<file path="src/hdl/mexp_pkg.sv">
// shared types and constants for the modular exponentiation unit
// no dependencies; imported by the controller, datapath and top level
package mexp_pkg;

  localparam int OPERAND_WIDTH = 32;
  localparam int STEP_CNT_WIDTH = $clog2(OPERAND_WIDTH);

  typedef logic [OPERAND_WIDTH-1:0] operand_t;
  typedef logic [STEP_CNT_WIDTH-1:0] step_cnt_t;

  // which modular product the shared multiplier is working on
  typedef enum logic [1:0] {
    OP_REDUCE = 2'd0,  // base mod m, as (1 mod m) * base
    OP_MULT   = 2'd1,  // result * square
    OP_SQUARE = 2'd2   // square * square
  } mexp_op_t;

  // controller to datapath
  typedef struct packed {
    logic     load;
    logic     mul_start;
    logic     mul_step;
    logic     write;
    logic     out_load;
    mexp_op_t op;
  } mexp_cmd_t;

  // datapath to controller
  typedef struct packed {
    logic exp_zero;
    logic exp_lsb;
    logic mul_last;
  } mexp_sts_t;

  // (a + b) mod m with a < m and b < m
  function automatic operand_t add_reduced(operand_t a, operand_t b, operand_t m);
    operand_t gap;
    gap = m - b;
    return (a >= gap) ? (a - gap) : (a + b);
  endfunction

endpackage

</file>
<file path="src/hdl/modular_exponentiation_unit.sv">
// top level of the modular exponentiation unit (right-to-left square and multiply)
// depends on mexp_pkg, mexp_ctrl and mexp_dpath
//
//   channel | handshake            | words carried
//   --------+----------------------+----------------------------------------
//   in      | in_valid / in_stall  | in_base_value, in_exponent_value
//   out     | out_valid / out_stall| out_power_result
//   cfg     | cfg_valid / cfg_ready| cfg_modulus (zero is ignored)
//
// one word at a time; each modular product runs on the shared bit-serial
// multiplier as start, one step per operand bit, write back, decide; a word needs
// 1 + k + p products, k = exponent bit length, p = its set bits, and a zero
// exponent skips the multiplier. synchronous active-low reset, modulus
// resets to 1. in_stall is high from the accept until the result sits in the
// output register, which may still hold while the next word comes in.
module modular_exponentiation_unit import mexp_pkg::*; (
  input  logic     clk,
  input  logic     rst_n,
  input  logic     cfg_valid,
  output logic     cfg_ready,
  input  operand_t cfg_modulus,
  input  logic     in_valid,
  output logic     in_stall,
  input  operand_t in_base_value,
  input  operand_t in_exponent_value,
  output logic     out_valid,
  input  logic     out_stall,
  output operand_t out_power_result
);

  mexp_cmd_t cmd;
  mexp_sts_t sts;

  assign cfg_ready = 1'b1;

  // sequencer
  mexp_ctrl u_ctrl (
    .clk       (clk),
    .rst_n     (rst_n),
    .in_valid  (in_valid),
    .in_stall  (in_stall),
    .out_valid (out_valid),
    .out_stall (out_stall),
    .sts       (sts),
    .cmd       (cmd)
  );

  // registers and multiplier
  mexp_dpath u_dpath (
    .clk               (clk),
    .rst_n             (rst_n),
    .cfg_valid         (cfg_valid),
    .cfg_modulus       (cfg_modulus),
    .in_base_value     (in_base_value),
    .in_exponent_value (in_exponent_value),
    .out_power_result  (out_power_result),
    .cmd               (cmd),
    .sts               (sts)
  );

`ifndef SYNTHESIS
  // an accepted word keeps the unit busy on the next cycle
  a_busy_after_accept: assert property (@(posedge clk) disable iff (!rst_n)
    (in_valid && !in_stall) |=> in_stall)
    else $error("unit not busy after accepting a word");

  // loading the output register always presents a result
  a_out_after_load: assert property (@(posedge clk) disable iff (!rst_n)
    cmd.out_load |=> out_valid)
    else $error("result loaded but out_valid low");

  // a multiplier start is always followed by a step
  a_step_after_start: assert property (@(posedge clk) disable iff (!rst_n)
    cmd.mul_start |=> cmd.mul_step)
    else $error("multiplier started but not stepped");

  // no new word is taken while the multiplier runs
  a_no_load_while_busy: assert property (@(posedge clk) disable iff (!rst_n)
    (cmd.mul_step || cmd.write) |-> !cmd.load)
    else $error("word loaded during a multiplication");
`endif

endmodule

</file>
<file path="src/hdl/mexp_ctrl.sv">
// controller for the modular exponentiation unit: sequences the shared multiplier
// over the exponent bits and handles both handshakes; depends on mexp_pkg
module mexp_ctrl import mexp_pkg::*; (
  input  logic      clk,
  input  logic      rst_n,
  input  logic      in_valid,
  output logic      in_stall,
  output logic      out_valid,
  input  logic      out_stall,
  input  mexp_sts_t sts,
  output mexp_cmd_t cmd
);

  typedef enum logic [6:0] {
    S_IDLE  = 7'b0000001,
    S_CHECK = 7'b0000010,
    S_PREP  = 7'b0000100,
    S_MUL   = 7'b0001000,
    S_WB    = 7'b0010000,
    S_NEXT  = 7'b0100000,
    S_DONE  = 7'b1000000
  } state_t;

  state_t   state_r, state_nxt;
  mexp_op_t op_r, op_nxt;
  logic     out_valid_r, out_valid_nxt;

  assign in_stall  = (state_r != S_IDLE);
  assign out_valid = out_valid_r;

  // next state and commands
  always_comb begin
    state_nxt     = state_r;
    op_nxt        = op_r;
    cmd           = '0;
    cmd.op        = op_r;
    out_valid_nxt = out_valid_r && out_stall;
    case (state_r)
      S_IDLE: begin
        if (in_valid) begin
          cmd.load  = 1'b1;
          state_nxt = S_CHECK;
        end
      end
      S_CHECK: begin
        if (sts.exp_zero) begin
          state_nxt = S_DONE;
        end else begin
          op_nxt    = OP_REDUCE;
          state_nxt = S_PREP;
        end
      end
      S_PREP: begin
        cmd.mul_start = 1'b1;
        state_nxt     = S_MUL;
      end
      S_MUL: begin
        cmd.mul_step = 1'b1;
        if (sts.mul_last) begin
          state_nxt = S_WB;
        end
      end
      S_WB: begin
        cmd.write = 1'b1;
        state_nxt = S_NEXT;
      end
      S_NEXT: begin
        // after a multiply comes the square; otherwise pick by the next exponent bit
        if (op_r == OP_MULT) begin
          op_nxt    = OP_SQUARE;
          state_nxt = S_PREP;
        end else if (sts.exp_zero) begin
          state_nxt = S_DONE;
        end else begin
          op_nxt    = sts.exp_lsb ? OP_MULT : OP_SQUARE;
          state_nxt = S_PREP;
        end
      end
      S_DONE: begin
        if (!out_valid_r || !out_stall) begin
          cmd.out_load  = 1'b1;
          out_valid_nxt = 1'b1;
          state_nxt     = S_IDLE;
        end
      end
      default: begin
        state_nxt = S_IDLE;
      end
    endcase
  end

  // control registers
  always_ff @(posedge clk) begin
    if (!rst_n) begin
      state_r     <= S_IDLE;
      op_r        <= OP_REDUCE;
      out_valid_r <= 1'b0;
    end else begin
      state_r     <= state_nxt;
      op_r        <= op_nxt;
      out_valid_r <= out_valid_nxt;
    end
  end

endmodule

</file>
<file path="src/hdl/mexp_dpath.sv">
// datapath for the modular exponentiation unit: modulus register, operand registers
// and a bit-serial interleaved modular multiplier; depends on mexp_pkg
module mexp_dpath import mexp_pkg::*; (
  input  logic      clk,
  input  logic      rst_n,
  input  logic      cfg_valid,
  input  operand_t  cfg_modulus,
  input  operand_t  in_base_value,
  input  operand_t  in_exponent_value,
  output operand_t  out_power_result,
  input  mexp_cmd_t cmd,
  output mexp_sts_t sts
);

  operand_t  mod_r;
  operand_t  base_r;
  operand_t  exp_r;
  operand_t  res_r;
  operand_t  sq_r;
  operand_t  acc_r;
  operand_t  mul_a_r;
  operand_t  mul_b_r;
  step_cnt_t cnt_r;
  operand_t  pow_r;

  operand_t one_mod;
  operand_t acc_dbl;
  operand_t acc_nxt;
  operand_t sel_a;
  operand_t sel_b;

  // 1 mod m
  assign one_mod = (mod_r == operand_t'(1)) ? '0 : operand_t'(1);

  // one multiplier step: double, then add a when the current b bit is set
  assign acc_dbl = add_reduced(acc_r, acc_r, mod_r);
  assign acc_nxt = mul_b_r[OPERAND_WIDTH-1] ? add_reduced(acc_dbl, mul_a_r, mod_r) : acc_dbl;

  // operand select
  always_comb begin
    case (cmd.op)
      OP_REDUCE: begin
        sel_a = one_mod;
        sel_b = base_r;
      end
      OP_MULT: begin
        sel_a = res_r;
        sel_b = sq_r;
      end
      default: begin
        sel_a = sq_r;
        sel_b = sq_r;
      end
    endcase
  end

  // modulus register, zero writes dropped
  always_ff @(posedge clk) begin
    if (!rst_n) begin
      mod_r <= operand_t'(1);
    end else if (cfg_valid && (cfg_modulus != '0)) begin
      mod_r <= cfg_modulus;
    end
  end

  // operand and multiplier registers
  always_ff @(posedge clk) begin
    if (cmd.load) begin
      base_r <= in_base_value;
      exp_r  <= in_exponent_value;
      res_r  <= (in_exponent_value == '0) ? operand_t'(1) : one_mod;
    end
    if (cmd.mul_start) begin
      acc_r   <= '0;
      mul_a_r <= sel_a;
      mul_b_r <= sel_b;
      cnt_r   <= '0;
    end
    if (cmd.mul_step) begin
      acc_r   <= acc_nxt;
      mul_b_r <= mul_b_r << 1;
      cnt_r   <= cnt_r + step_cnt_t'(1);
    end
    if (cmd.write) begin
      case (cmd.op)
        OP_MULT: begin
          res_r <= acc_r;
        end
        OP_SQUARE: begin
          sq_r  <= acc_r;
          exp_r <= exp_r >> 1;
        end
        default: begin
          sq_r <= acc_r;
        end
      endcase
    end
    if (cmd.out_load) begin
      pow_r <= res_r;
    end
  end

  assign out_power_result = pow_r;

  assign sts.exp_zero = (exp_r == '0);
  assign sts.exp_lsb  = exp_r[0];
  assign sts.mul_last = (cnt_r == step_cnt_t'(OPERAND_WIDTH - 1));

endmodule

</file>
<file path="config.mk">
export PLATFORM = sky130hd
export DESIGN_NAME = modular_exponentiation_unit
export DESIGN_NICKNAME = d
export VERILOG_FILES = /design/src/hdl/mexp_pkg.sv /design/src/hdl/modular_exponentiation_unit.sv /design/src/hdl/mexp_ctrl.sv /design/src/hdl/mexp_dpath.sv
export SDC_FILE = /design/constraint.sdc
export NUM_CORES = 1
export LEC_CHECK = 0
export BUFFER_PORTS_ARGS = -buffer_cell sky130_fd_sc_hd__buf_2
export CORE_UTILIZATION = 40
export CTS_CLUSTER_DIAMETER = 40
export DETAILED_ROUTE_END_ITERATION = 8
export SLEW_MARGIN = 5
export SYNTH_ARGS = -nofsm -noshare
export SYNTH_HDL_FRONTEND = slang
export SYNTH_SLANG_ARGS = --single-unit
</file>
<file path="constraint.sdc">
create_clock -name clk -period 9.96 [get_ports clk]
set_clock_uncertainty 0.2 [all_clocks]
set_input_delay 2.988 -clock clk [delete_from_list [all_inputs] [get_ports clk]]
set_output_delay 2.988 -clock clk [all_outputs]
set_load 0.01 [all_outputs]
</file>
==> impl_metrics.csv, run 1 <==
group,metric,value,unit
status,status,"completed",
synth,synth_nets,2453,
min_path,hold_class,"flip-flop to flip-flop",
cts,insertion_delay,0.59,ns
global_routing,grt_pass1_vias,16703,
routing,post_drt_via_cell_ratio,5.613,
routing,drc,0,
synth,synth-async-reset-ratio,0,
floorplan,core-area,0.05027,mm²
sta,fin_tns_setup,0,ns
finish,nets,2653,
worst_setup_path,cp-start-kind,"flip-flop",
synth,synth_top_family_by_area,"compound AO/OA/AOI/OAI gates",
synth,synthCells,2201,
synth,synth_seq_cells,303,
pwr,leakage,10.32,nW
pwr,finalPower,0.004033,W
sta,layout_setup_ws,0.5712,ns
cts,tritoncts,"built",
placed_design,dp_worst_setup_slack,0.3695,ns
worst_setup_path,reg2regPathDepth,42,
pwr,ir_drop,0.0001408,V
synth,yosysWarnings,0,
synth,muxShareOfSynthArea,0.03730,
synth,avgSynthCellArea,9.283,µm²
global_routing,antenna_found_initial,2,
run,maxCapViolCount,0,
routing,antenna_left,0,
sta,hold_ws,0.2650,ns
global_routing,gr-usage-all-layers,0.2270,
routing,num_vias,17472,
floorplan,ioPinCount,136,
synth,synth_edf_count,196,
synth,synth-main-ff-cell,"edfxtp_1",
sta,finalHoldViolCount,0,
sta,fmax,106.5,MHz
synth,syn_area,0.02043,mm²
synth,ys_seq_area_frac,0.3929,
worst_setup_path,slowest_stage,"fa_1",
placed_design,dp_hpwl,46.59,mm
floorplan,fp.dieArea,0.05198,mm²
synth,yosysUniqueCellTypes,99,
pwr,p_per_area,167.2,mW/mm²
synth,synth-compound-area-share,0.2140,
global_routing,grt_pass1_wl,93.12,mm
synth,synthXorXnorAreaFrac,0.06216,
cts,root_buffer,"clkbuf_16",
sta,finalMaxSlewViolations,0,
cts,clockBufferDepth,3,
floorplan,initial_core_util,0.4064,
worst_setup_path,worstSetupPathType,"flip-flop to flip-flop",
floorplan,rows,82,
worst_setup_path,cp.arrival,9.52,ns
cts,htree_levels,2,
cts,cts.sink_count,303,
worst_setup_path,crit_fanout,7,
min_path,hold-path-cell-count,0,
routing,finalWirelength,60.57,mm
synth,synth_fa_ha_area_frac,0.09701,
global_routing,grt_max_degree,66,
global_routing,gr-total-overflow,0,
worst_setup_path,max_stage_delay,0.39,ns
sta,worst_pin_slew,1.161,ns
synth,synthSimpleGateAreaFrac,0.1595,
sta,relSlewSlack,0.2240,
floorplan,die_w,228,µm
worst_setup_path,required,10.09,ns
cts,clkSlewWorstSetupHoldPaths,0.06,ns
sta,finalSetupViolCount,0,
routing,wl_per_cell,19.46,µm
sta,post-route-period-util,0.9427,
finish,area_growth,18.04,%
finish,drive_gt1_frac,0.1545,
placed_design,port_buffers,134,
floorplan,die_h,228,µm
worst_setup_path,setup.worst_path.end_class,"flip-flop",
cts,cts_buffers,48,
routing,first_pass_iters,6,
sta,final.min_clock_period,9.389,ns
routing,initialDrtViolationCount,1252,
placed_design,place.gp.congestion,0.9433,
[Yosys cell counts (34+ instances only)]
| library cell | count | area share |
|---|---|---|
| nor2b_1 | 55 | 0.017 |
| dfxtp_1 | 107 | 0.10 |
| xnor2_1 | 86 | 0.037 |
| edfxtp_1 | 196 | 0.29 |
| clkbuf_1 | 70 | 0.013 |
| a21oi_1 | 144 | 0.035 |
| nor4_1 | 40 | 0.012 |
| inv_1 | 113 | 0.021 |
| a31oi_1 | 51 | 0.016 |
| a21o_1 | 68 | 0.025 |
| mux2i_1 | 71 | 0.035 |
| nand3_1 | 34 | 0.0083 |
| a22o_1 | 62 | 0.027 |
| nand2_1 | 208 | 0.038 |
| o21ai_0 | 143 | 0.035 |
| nor2_1 | 165 | 0.030 |
| xor2_1 | 59 | 0.025 |
| ha_1 | 148 | 0.091 |
| nor3_1 | 37 | 0.0091 |
[cells in the final DEF (no fill, tap or decap), drive strengths merged, types with 8 or more instances in the layout]
master and count:
a211o 9, a211oi 27, a21boi 9, a21o 68
a21oi 147, a22o 62, a31oi 53, and2 13
and3 17, buf 229, clkbuf 57, clkinv 16
dfxtp 107, edfxtp 196, ha 148, inv 124
mux2i 72, nand2 210, nand2b 33, nand3 35
nand4 26, nor2 165, nor2b 55, nor3 39
nor4 41, o211ai 8, o21a 12, o21ai 154
o21bai 17, o31ai 20, or2 9, or3 13
xnor2 86, xor2 59
[kinds of logic after synthesis]
family | after synthesis
compound gates | 650
xor+xnor | 145
fa+ha+maj | 158
buf+inv | 194
flops | 303
mux | 75
other cells | 1
simple gates | 675
[critical path: cells and delay by family (launching register included)]
family,cells,cell delay (ns)
flops,1,0.31
simple gates,9,1.51
compound gates,23,5.04
buf+inv,4,0.50
fa+ha+maj,4,1.16
xor+xnor,2,0.39
[stage by stage]
step	cell area [µm²]	instances	util
after global placement	22380	3017	0.4451
after CTS	23990	3106	0.4773
after global routing	24110	3112	0.4797
after detailed placement	22380	3017	0.4451
final	24120	3113	0.4797
after floorplan	20430	2201	-
[area by class of cell]
type,instances,area [µm²]
fillers,4781,26160
well taps,672,840.8
multi-input cells,1704,11750
diodes,1,2.502
inverters,114,427.9
flip-flops and latches,303,8028
clock buffers,56,1282
clock inverters,33,332.8
repair buffers,230,1450
[report_power, final]
part           switching, W  leakage, nW  internal, W  total [W]
Sequential        0.0000867         2.75      0.00145    0.00154
Combinational      0.000493         6.78     0.000350   0.000843
Clock              0.000653        0.785     0.000998    0.00165
[state kept, by name, summed over array words and instances (netlist names)]
signal                    cells
u_dpath.acc_r                32
u_dpath.base_r               32
u_dpath.exp_r                32
u_dpath.mod_r                32
u_dpath.mul_a_r              32
u_dpath.mul_b_r              32
u_dpath.out_power_result     32
u_dpath.res_r                32
u_dpath.sq_r                 32
u_ctrl.state_r                7
u_dpath.cnt_r                 5
u_ctrl.op_r                   2
u_ctrl.out_valid              1
[worst paths after layout]
path | startpoint | end | slack (ns)
setup / recovery | u_dpath.mod_r[0] | u_dpath.acc_r[31] | 0.57
setup reg to reg | u_dpath.mod_r[0] | u_dpath.acc_r[31] | 0.57
hold / removal | u_dpath.res_r[7] | u_dpath.out_power_result[7] | 0.27
hold reg to reg | u_dpath.res_r[7] | u_dpath.out_power_result[7] | 0.27
[timing repair]
action                                  in CTS  in global routing
hold buffers                                 0                  0
resized for setup                            0                 16
buffers inserted                             0                  5
endpoints found under the setup margin       0                 32
[routing by layer]
layer	vias up	part of all wire	track usage
met5	-	0	0
met4	0	0.023	0.06565
met3	82	0.070	0.03875
met2	545	0.43	0.3489
met1	8294	0.48	0.3256
li1	8551	-	-
(Power assumes the default switching activity.)
==> run 2, diff against run 1 <==
Settings changed: CELL_PAD_IN_SITES_DETAIL_PLACEMENT set to 0, CELL_PAD_IN_SITES_GLOBAL_PLACEMENT set to 1, PLACE_DENSITY_LB_ADDON set to 0.1.
Clock period 9.96 ns to 9.3 ns, I/O delays scaled along.
==> run 2 against run 1 <==
  * Clock power grew 19%
  * Flip-flop and latch count is the same
  * Die area is the same
  * Global-route usage grew 1.5 points
  * Combinational power grew 10%
  * Worst setup slack lost 0.16 ns
  * Final area grew 2.6%
  * Non-clock buffer count grew 28
==> impl_metrics.csv, run 2 (synthesis gave the netlist of run 1 again) <==
group,metric,value,unit
status,status,"completed",
worst_setup_path,worstSetupPathType,"flip-flop to flip-flop",
finish,design_area,0.02476,mm²
worst_setup_path,r2r-start,"u_dpath.acc_r[0]",
placed_design,placed_area,0.02247,mm²
routing,first_pass_iters,7,
run,maxCapViolCount,0,
floorplan,die_w,228,µm
finish,drive_gt1_frac,0.1827,
global_routing,antenna_found_initial,1,
cts,cts.sink_count,303,
floorplan,die_h,228,µm
routing,drc,0,
floorplan,fp.dieArea,0.05198,mm²
global_routing,gr-usage-all-layers,0.2419,
sta,finalMaxSlewViolations,0,
finish,n_antenna_cell,0,
sta,finalHoldViolCount,0,
worst_setup_path,setup.worst_path.end_class,"flip-flop",
worst_setup_path,rrSetupSlack,0.41,ns
cts,insertion_delay,0.60,ns
min_path,hold-path-cell-count,0,
sta,post-route-period-util,0.9561,
placed_design,dp_hpwl,48.92,mm
finish,fin_util,0.4924,
worst_setup_path,max_stage_delay,0.41,ns
pwr,p_per_area,184.1,mW/mm²
routing,antenna_left,0,
worst_setup_path,crit_fanout,7,
pwr,ir_drop,0.0001461,V
routing,wl_per_cell,20.26,µm
worst_setup_path,slowest_stage,"a221o_1",
placed_design,port_buffers,134,
sta,hold_ws,0.2598,ns
min_path,hold_end,"u_dpath.out_power_result[0]",
pwr,leakage,10.58,nW
worst_setup_path,cpMostUsedCell,"a21oi_2",
worst_setup_path,timing.rr.end,"u_dpath.acc_r[31]",
sta,final.min_clock_period,8.891,ns
routing,finalWirelength,63.87,mm
worst_setup_path,cp-start-kind,"flip-flop",
placed_design,place.gp.congestion,0.9330,
finish,area_growth,21.16,%
global_routing,grt_max_degree,67,
global_routing,grt_pass1_wl,97.43,mm
cts,cts_buffers,54,
routing,post_drt_via_cell_ratio,5.524,
finish,final_common_cell,"nand2_1",
sta,fin_tns_setup,0,ns
sta,relSlewSlack,0.1938,
min_path,hold_class,"flip-flop to flip-flop",
pwr,finalPower,0.004556,W
floorplan,ioPinCount,136,
worst_setup_path,cp.arrival,9.04,ns
min_path,worstHoldStart,"u_dpath.res_r[0]",
cts,htree_levels,2,
floorplan,rows,82,
routing,num_vias,17411,
cts,root_buffer,"clkbuf_16",
sta,worst_pin_slew,1.206,ns
floorplan,initial_core_util,0.4064,
worst_setup_path,reg2regPathDepth,42,
floorplan,core-area,0.05027,mm²
cts,clockBufferDepth,3,
routing,initialDrtViolationCount,1289,
finish,layout_common_cells,"204 x nand2_1, 196 x edfxtp_1, 158 x nor2_1, 143 x ha_1, 134 x buf_2",
global_routing,gr-total-overflow,0,
sta,finalSetupViolCount,0,
cts,clkSlewWorstSetupHoldPaths,0.05,ns
sta,fmax,112.5,MHz
finish,nets,2687,
global_routing,grt_pass1_vias,16847,
cts,tritoncts,"built",
worst_setup_path,required,9.45,ns
==> run 2: what timing repair did <==
| action | CTS | global route |
|---|---|---|
| endpoints found under the hold margin | 0 | 0 |
| setup buffers | 3 | 17 |
| hold buffers | 0 | 0 |
| gates cloned | 0 | 2 |
| gates resized for setup | 7 | 61 |
| setup endpoints to repair | 28 | 32 |
| pin swaps | 8 | 42 |
==> run 2: where the power goes <==
group	internal (W)	leakage (nW)	total, W	switching (W)
clock network	0.00120	0.895	0.00197	0.000776
logic	0.000393	6.94	0.000930	0.000537
registers	0.00156	2.75	0.00165	0.0000959
total	0.00315	10.6	0.00456	0.00141
==> run 2: how the worst max path moves through the flow <==
stage | start | end | cells past startpoint
after floorplan | u_dpath.acc_r[0] | u_dpath.acc_r[28] | 45
after global placement | u_dpath.mod_r[0] | u_dpath.acc_r[31] | 43
after detailed placement | u_dpath.acc_r[0] | u_dpath.acc_r[31] | 42
after CTS | u_dpath.mod_r[0] | u_dpath.acc_r[31] | 44
after global routing | u_dpath.acc_r[0] | u_dpath.acc_r[0] | 49
final | u_dpath.acc_r[0] | u_dpath.acc_r[31] | 42
==> run 2: per-layer routing <==
layer / share of wire / routed length (µm) / GRT usage
met4: 0.016 / 1021 / 0.05495
met3: 0.058 / 3731 / 0.03538
met2: 0.42 / 27040 / 0.3657
met1: 0.50 / 32070 / 0.3616
met5: 0 / 0 / 0
==> run 2: worst max-delay path: cells and delay by family (launching register included) <==
family          cells  cell delay, ns
compound gates     25            4.67
simple gates        8            1.57
fa+ha+maj           4            1.03
buf+inv             3            0.39
xor+xnor            2            0.38
flops               1            0.36
==> run 2: area by class of cell <==
class,instances,area [µm²]
clock buffers,59,1423
clock inverters,42,445.4
multi-input cells,1704,11920
fillers,4789,25520
well taps,672,840.8
flip-flops and latches,303,8028
repair buffers,258,1667
inverters,114,427.9
==> run 2: through the flow <==
| step | cells | worst slack [ns] |
|---|---|---|
| 3_3_place_gp | 3029 | -0.1172 |
| 3_5_place_dp | 3029 | -0.2121 |
| 6_report | 3152 | 0.4087 |
| 2_1_floorplan | 2201 | 0.05168 |
| 5_1_grt | 3152 | -0.06998 |
| 4_1_cts | 3133 | 0.002633 |
==> run 3, diff against run 2 <==
Settings changed: BUFFER_PORTS_ARGS -buffer_cell sky130_fd_sc_hd__buf_2 to -buffer_cell sky130_fd_sc_hd__clkbuf_2, MAX_ROUTING_LAYER set to met4.
==> run 3 against run 2 <==
  * Via count is 1.5% higher
  * Global-route usage is 0.85 points higher
  * Clock-buffer cell count is 4 higher
  * Critical path depth is 7 higher
  * Worst setup slack worse by 0.030 ns
  * Wire length is 0.93% higher
  * Sequential share of layout area is 0.26 points lower
  * Sequential power hardly changed
  * Clock power is 8% higher
==> impl_metrics.csv, run 3 (synthesis gave the netlist of run 1 again) <==
group,metric,value,unit
routing,wl_met3,3.724,mm
finish,n_antenna_cell,0,
placed_design,place.gp.congestion,0.9385,
pwr,switchingPower,0.001438,W
worst_setup_path,max_stage_delay,0.38,ns
sta,finalSetupViolCount,0,
routing,first_pass_iters,6,
routing,finalWirelength,64.46,mm
floorplan,die_w,228,µm
floorplan,die_h,228,µm
placed_design,port_buffers,134,
floorplan,ioPinCount,136,
global_routing,grt_pass1_wl,98.10,mm
routing,antenna_left,0,
finish,area_growth,22.15,%
worst_setup_path,cp.arrival,9.06,ns
floorplan,initial_core_util,0.4064,
worst_setup_path,setup.worst_path.end_class,"flip-flop",
sta,relSlewSlack,0.2063,
pwr,p_per_area,188.6,mW/mm²
worst_setup_path,cp-start-kind,"flip-flop",
global_routing,gr-total-overflow,0,
sta,worst_pin_slew,1.188,ns
finish,fillers,4854,
routing,highest_layer,"met4",
routing,post_drt_via_cell_ratio,5.594,
sta,final.min_clock_period,8.921,ns
cts,hold_buffers,0,
placed_design,place_inst,3034,
finish,instances_no_fill,3159,
finish,final_common_cell,"nand2_1",
routing,drc,0,
cts,root_buffer,"clkbuf_16",
floorplan,fp.dieArea,0.05198,mm²
cts,htree_levels,2,
finish,layout_common_cells,"206 x nand2_1, 196 x edfxtp_1, 156 x nor2_1, 143 x ha_1, 134 x clkbuf_2",
global_routing,grt_max_degree,66,
routing,initialDrtViolationCount,1294,
pwr,leakage,10.76,nW
min_path,hold_class,"flip-flop to flip-flop",
worst_setup_path,crit_fanout,9,
worst_setup_path,slowest_stage,"fa_2",
pwr,intPower,0.003267,W
cts,clkSlewWorstSetupHoldPaths,0.06,ns
pwr,clkPwrFrac,0.451,
cts,tritoncts,"built",
routing,num_vias,17670,
cts,clockBufferDepth,3,
run,maxCapViolCount,0,
sta,finalHoldViolCount,0,
worst_setup_path,required,9.44,ns
sta,finalMaxSlewViolations,0,
sta,grt_setup_unrepaired,"yes",
status,status,"completed",
global_routing,antenna_found_initial,2,
floorplan,core-area,0.05027,mm²
global_routing,gr-usage-all-layers,0.2504,
sta,fmax,112.1,MHz
pwr,seqPwrFrac,0.350,
pwr,netSwitchingFraction,0.3057,
floorplan,rows,82,
routing,met2_length,27.33,mm
worst_setup_path,cpMostUsedCell,"a21o_1",
worst_setup_path,worstSetupPathType,"flip-flop to flip-flop",
pwr,ir_drop,0.0001564,V
finish,nets,2691,
pwr,combPwrFrac,0.199,
global_routing,grt_pass1_vias,17091,
cts,insertion_delay,0.62,ns
sta,hold_ws,0.2636,ns
routing,wl_per_cell,20.41,µm
routing,wl_met1,32.41,mm
cts,cts_buffers,56,
placed_design,dp_hpwl,49.30,mm
finish,drive_gt1_frac,0.1842,
sta,post-route-period-util,0.9592,
cts,cts.sink_count,303,
## run 3: power by group through the flow
stage	logic (W)	clock network (W)	registers [W]
after floorplan	0.000650	0	0.00164
final	0.000935	0.00212	0.00165
after global placement	0.000887	0	0.00167
after global routing	0.00104	0.00222	0.00166
after CTS	0.000909	0.00216	0.00165
after detailed placement	0.000897	0	0.00167
## run 3: critical path, delay by kind of cell, from the launching register on
| kind | cells | cell delay (ns) |
|---|---|---|
| buf+inv | 11 | 1.26 |
| simple gates | 8 | 1.01 |
| compound gates | 25 | 4.59 |
| flops | 1 | 0.37 |
| fa+ha+maj | 4 | 0.94 |
| xor+xnor | 1 | 0.23 |
## run 3: final cells by class
cell class | instances | area [µm²] | area share
Sequential cell | 303 | 8028 | 0.3217
Clock buffer | 63 | 1468 | 0.05881
Timing Repair Buffer | 260 | 1729 | 0.06929
Tap cell | 672 | 840.8 | 0.03369
Multi-Input combinational cell | 1704 | 11930 | 0.4782
Inverter | 114 | 427.9 | 0.01715
Clock inverter | 43 | 529.3 | 0.02121
## run 3: per-stage QoR
step / area (µm²) / utilization / total power [W] / setup TNS [ns] / worst slack, ns
6_report: 24960 / 0.4964 / 0.004706 / 0 / 0.3791
4_1_cts: 24630 / 0.4900 / 0.004721 / 0 / 0.02465
3_3_place_gp: 22520 / 0.4479 / 0.002561 / -0.04685 / -0.03730
3_5_place_dp: 22520 / 0.4479 / 0.002570 / -0.4776 / -0.08092
2_1_floorplan: 20440 / - / 0.002290 / 0 / 0.05168
5_1_grt: 24960 / 0.4964 / 0.004931 / -0.1205 / -0.07342
## run 3: per-layer routing
layer	GRT usage	vias to the layer above
met1	0.3679	8455
met3	0.02850	73
met2	0.3659	501
li1	-	8641
met4	0.05810	0
met5	-	-
## run 3: path summary, 6_finish.rpt
path                                                     end  depth (start not counted)  slack, ns              start
worst min-delay path            u_dpath.out_power_result[26]                          0       0.26  u_dpath.res_r[26]
worst min register to register  u_dpath.out_power_result[26]                          0       0.26  u_dpath.res_r[26]
worst max register to register             u_dpath.acc_r[31]                         49       0.38   u_dpath.acc_r[1]
worst max-delay path                       u_dpath.acc_r[31]                         49       0.38   u_dpath.acc_r[1]
## run 3: what timing repair did
action                     CTS  global route
resized for setup            9            62
cloned                       1             2
setup buffers                5            11
setup endpoints to repair   28            32
pin swaps                    4            38
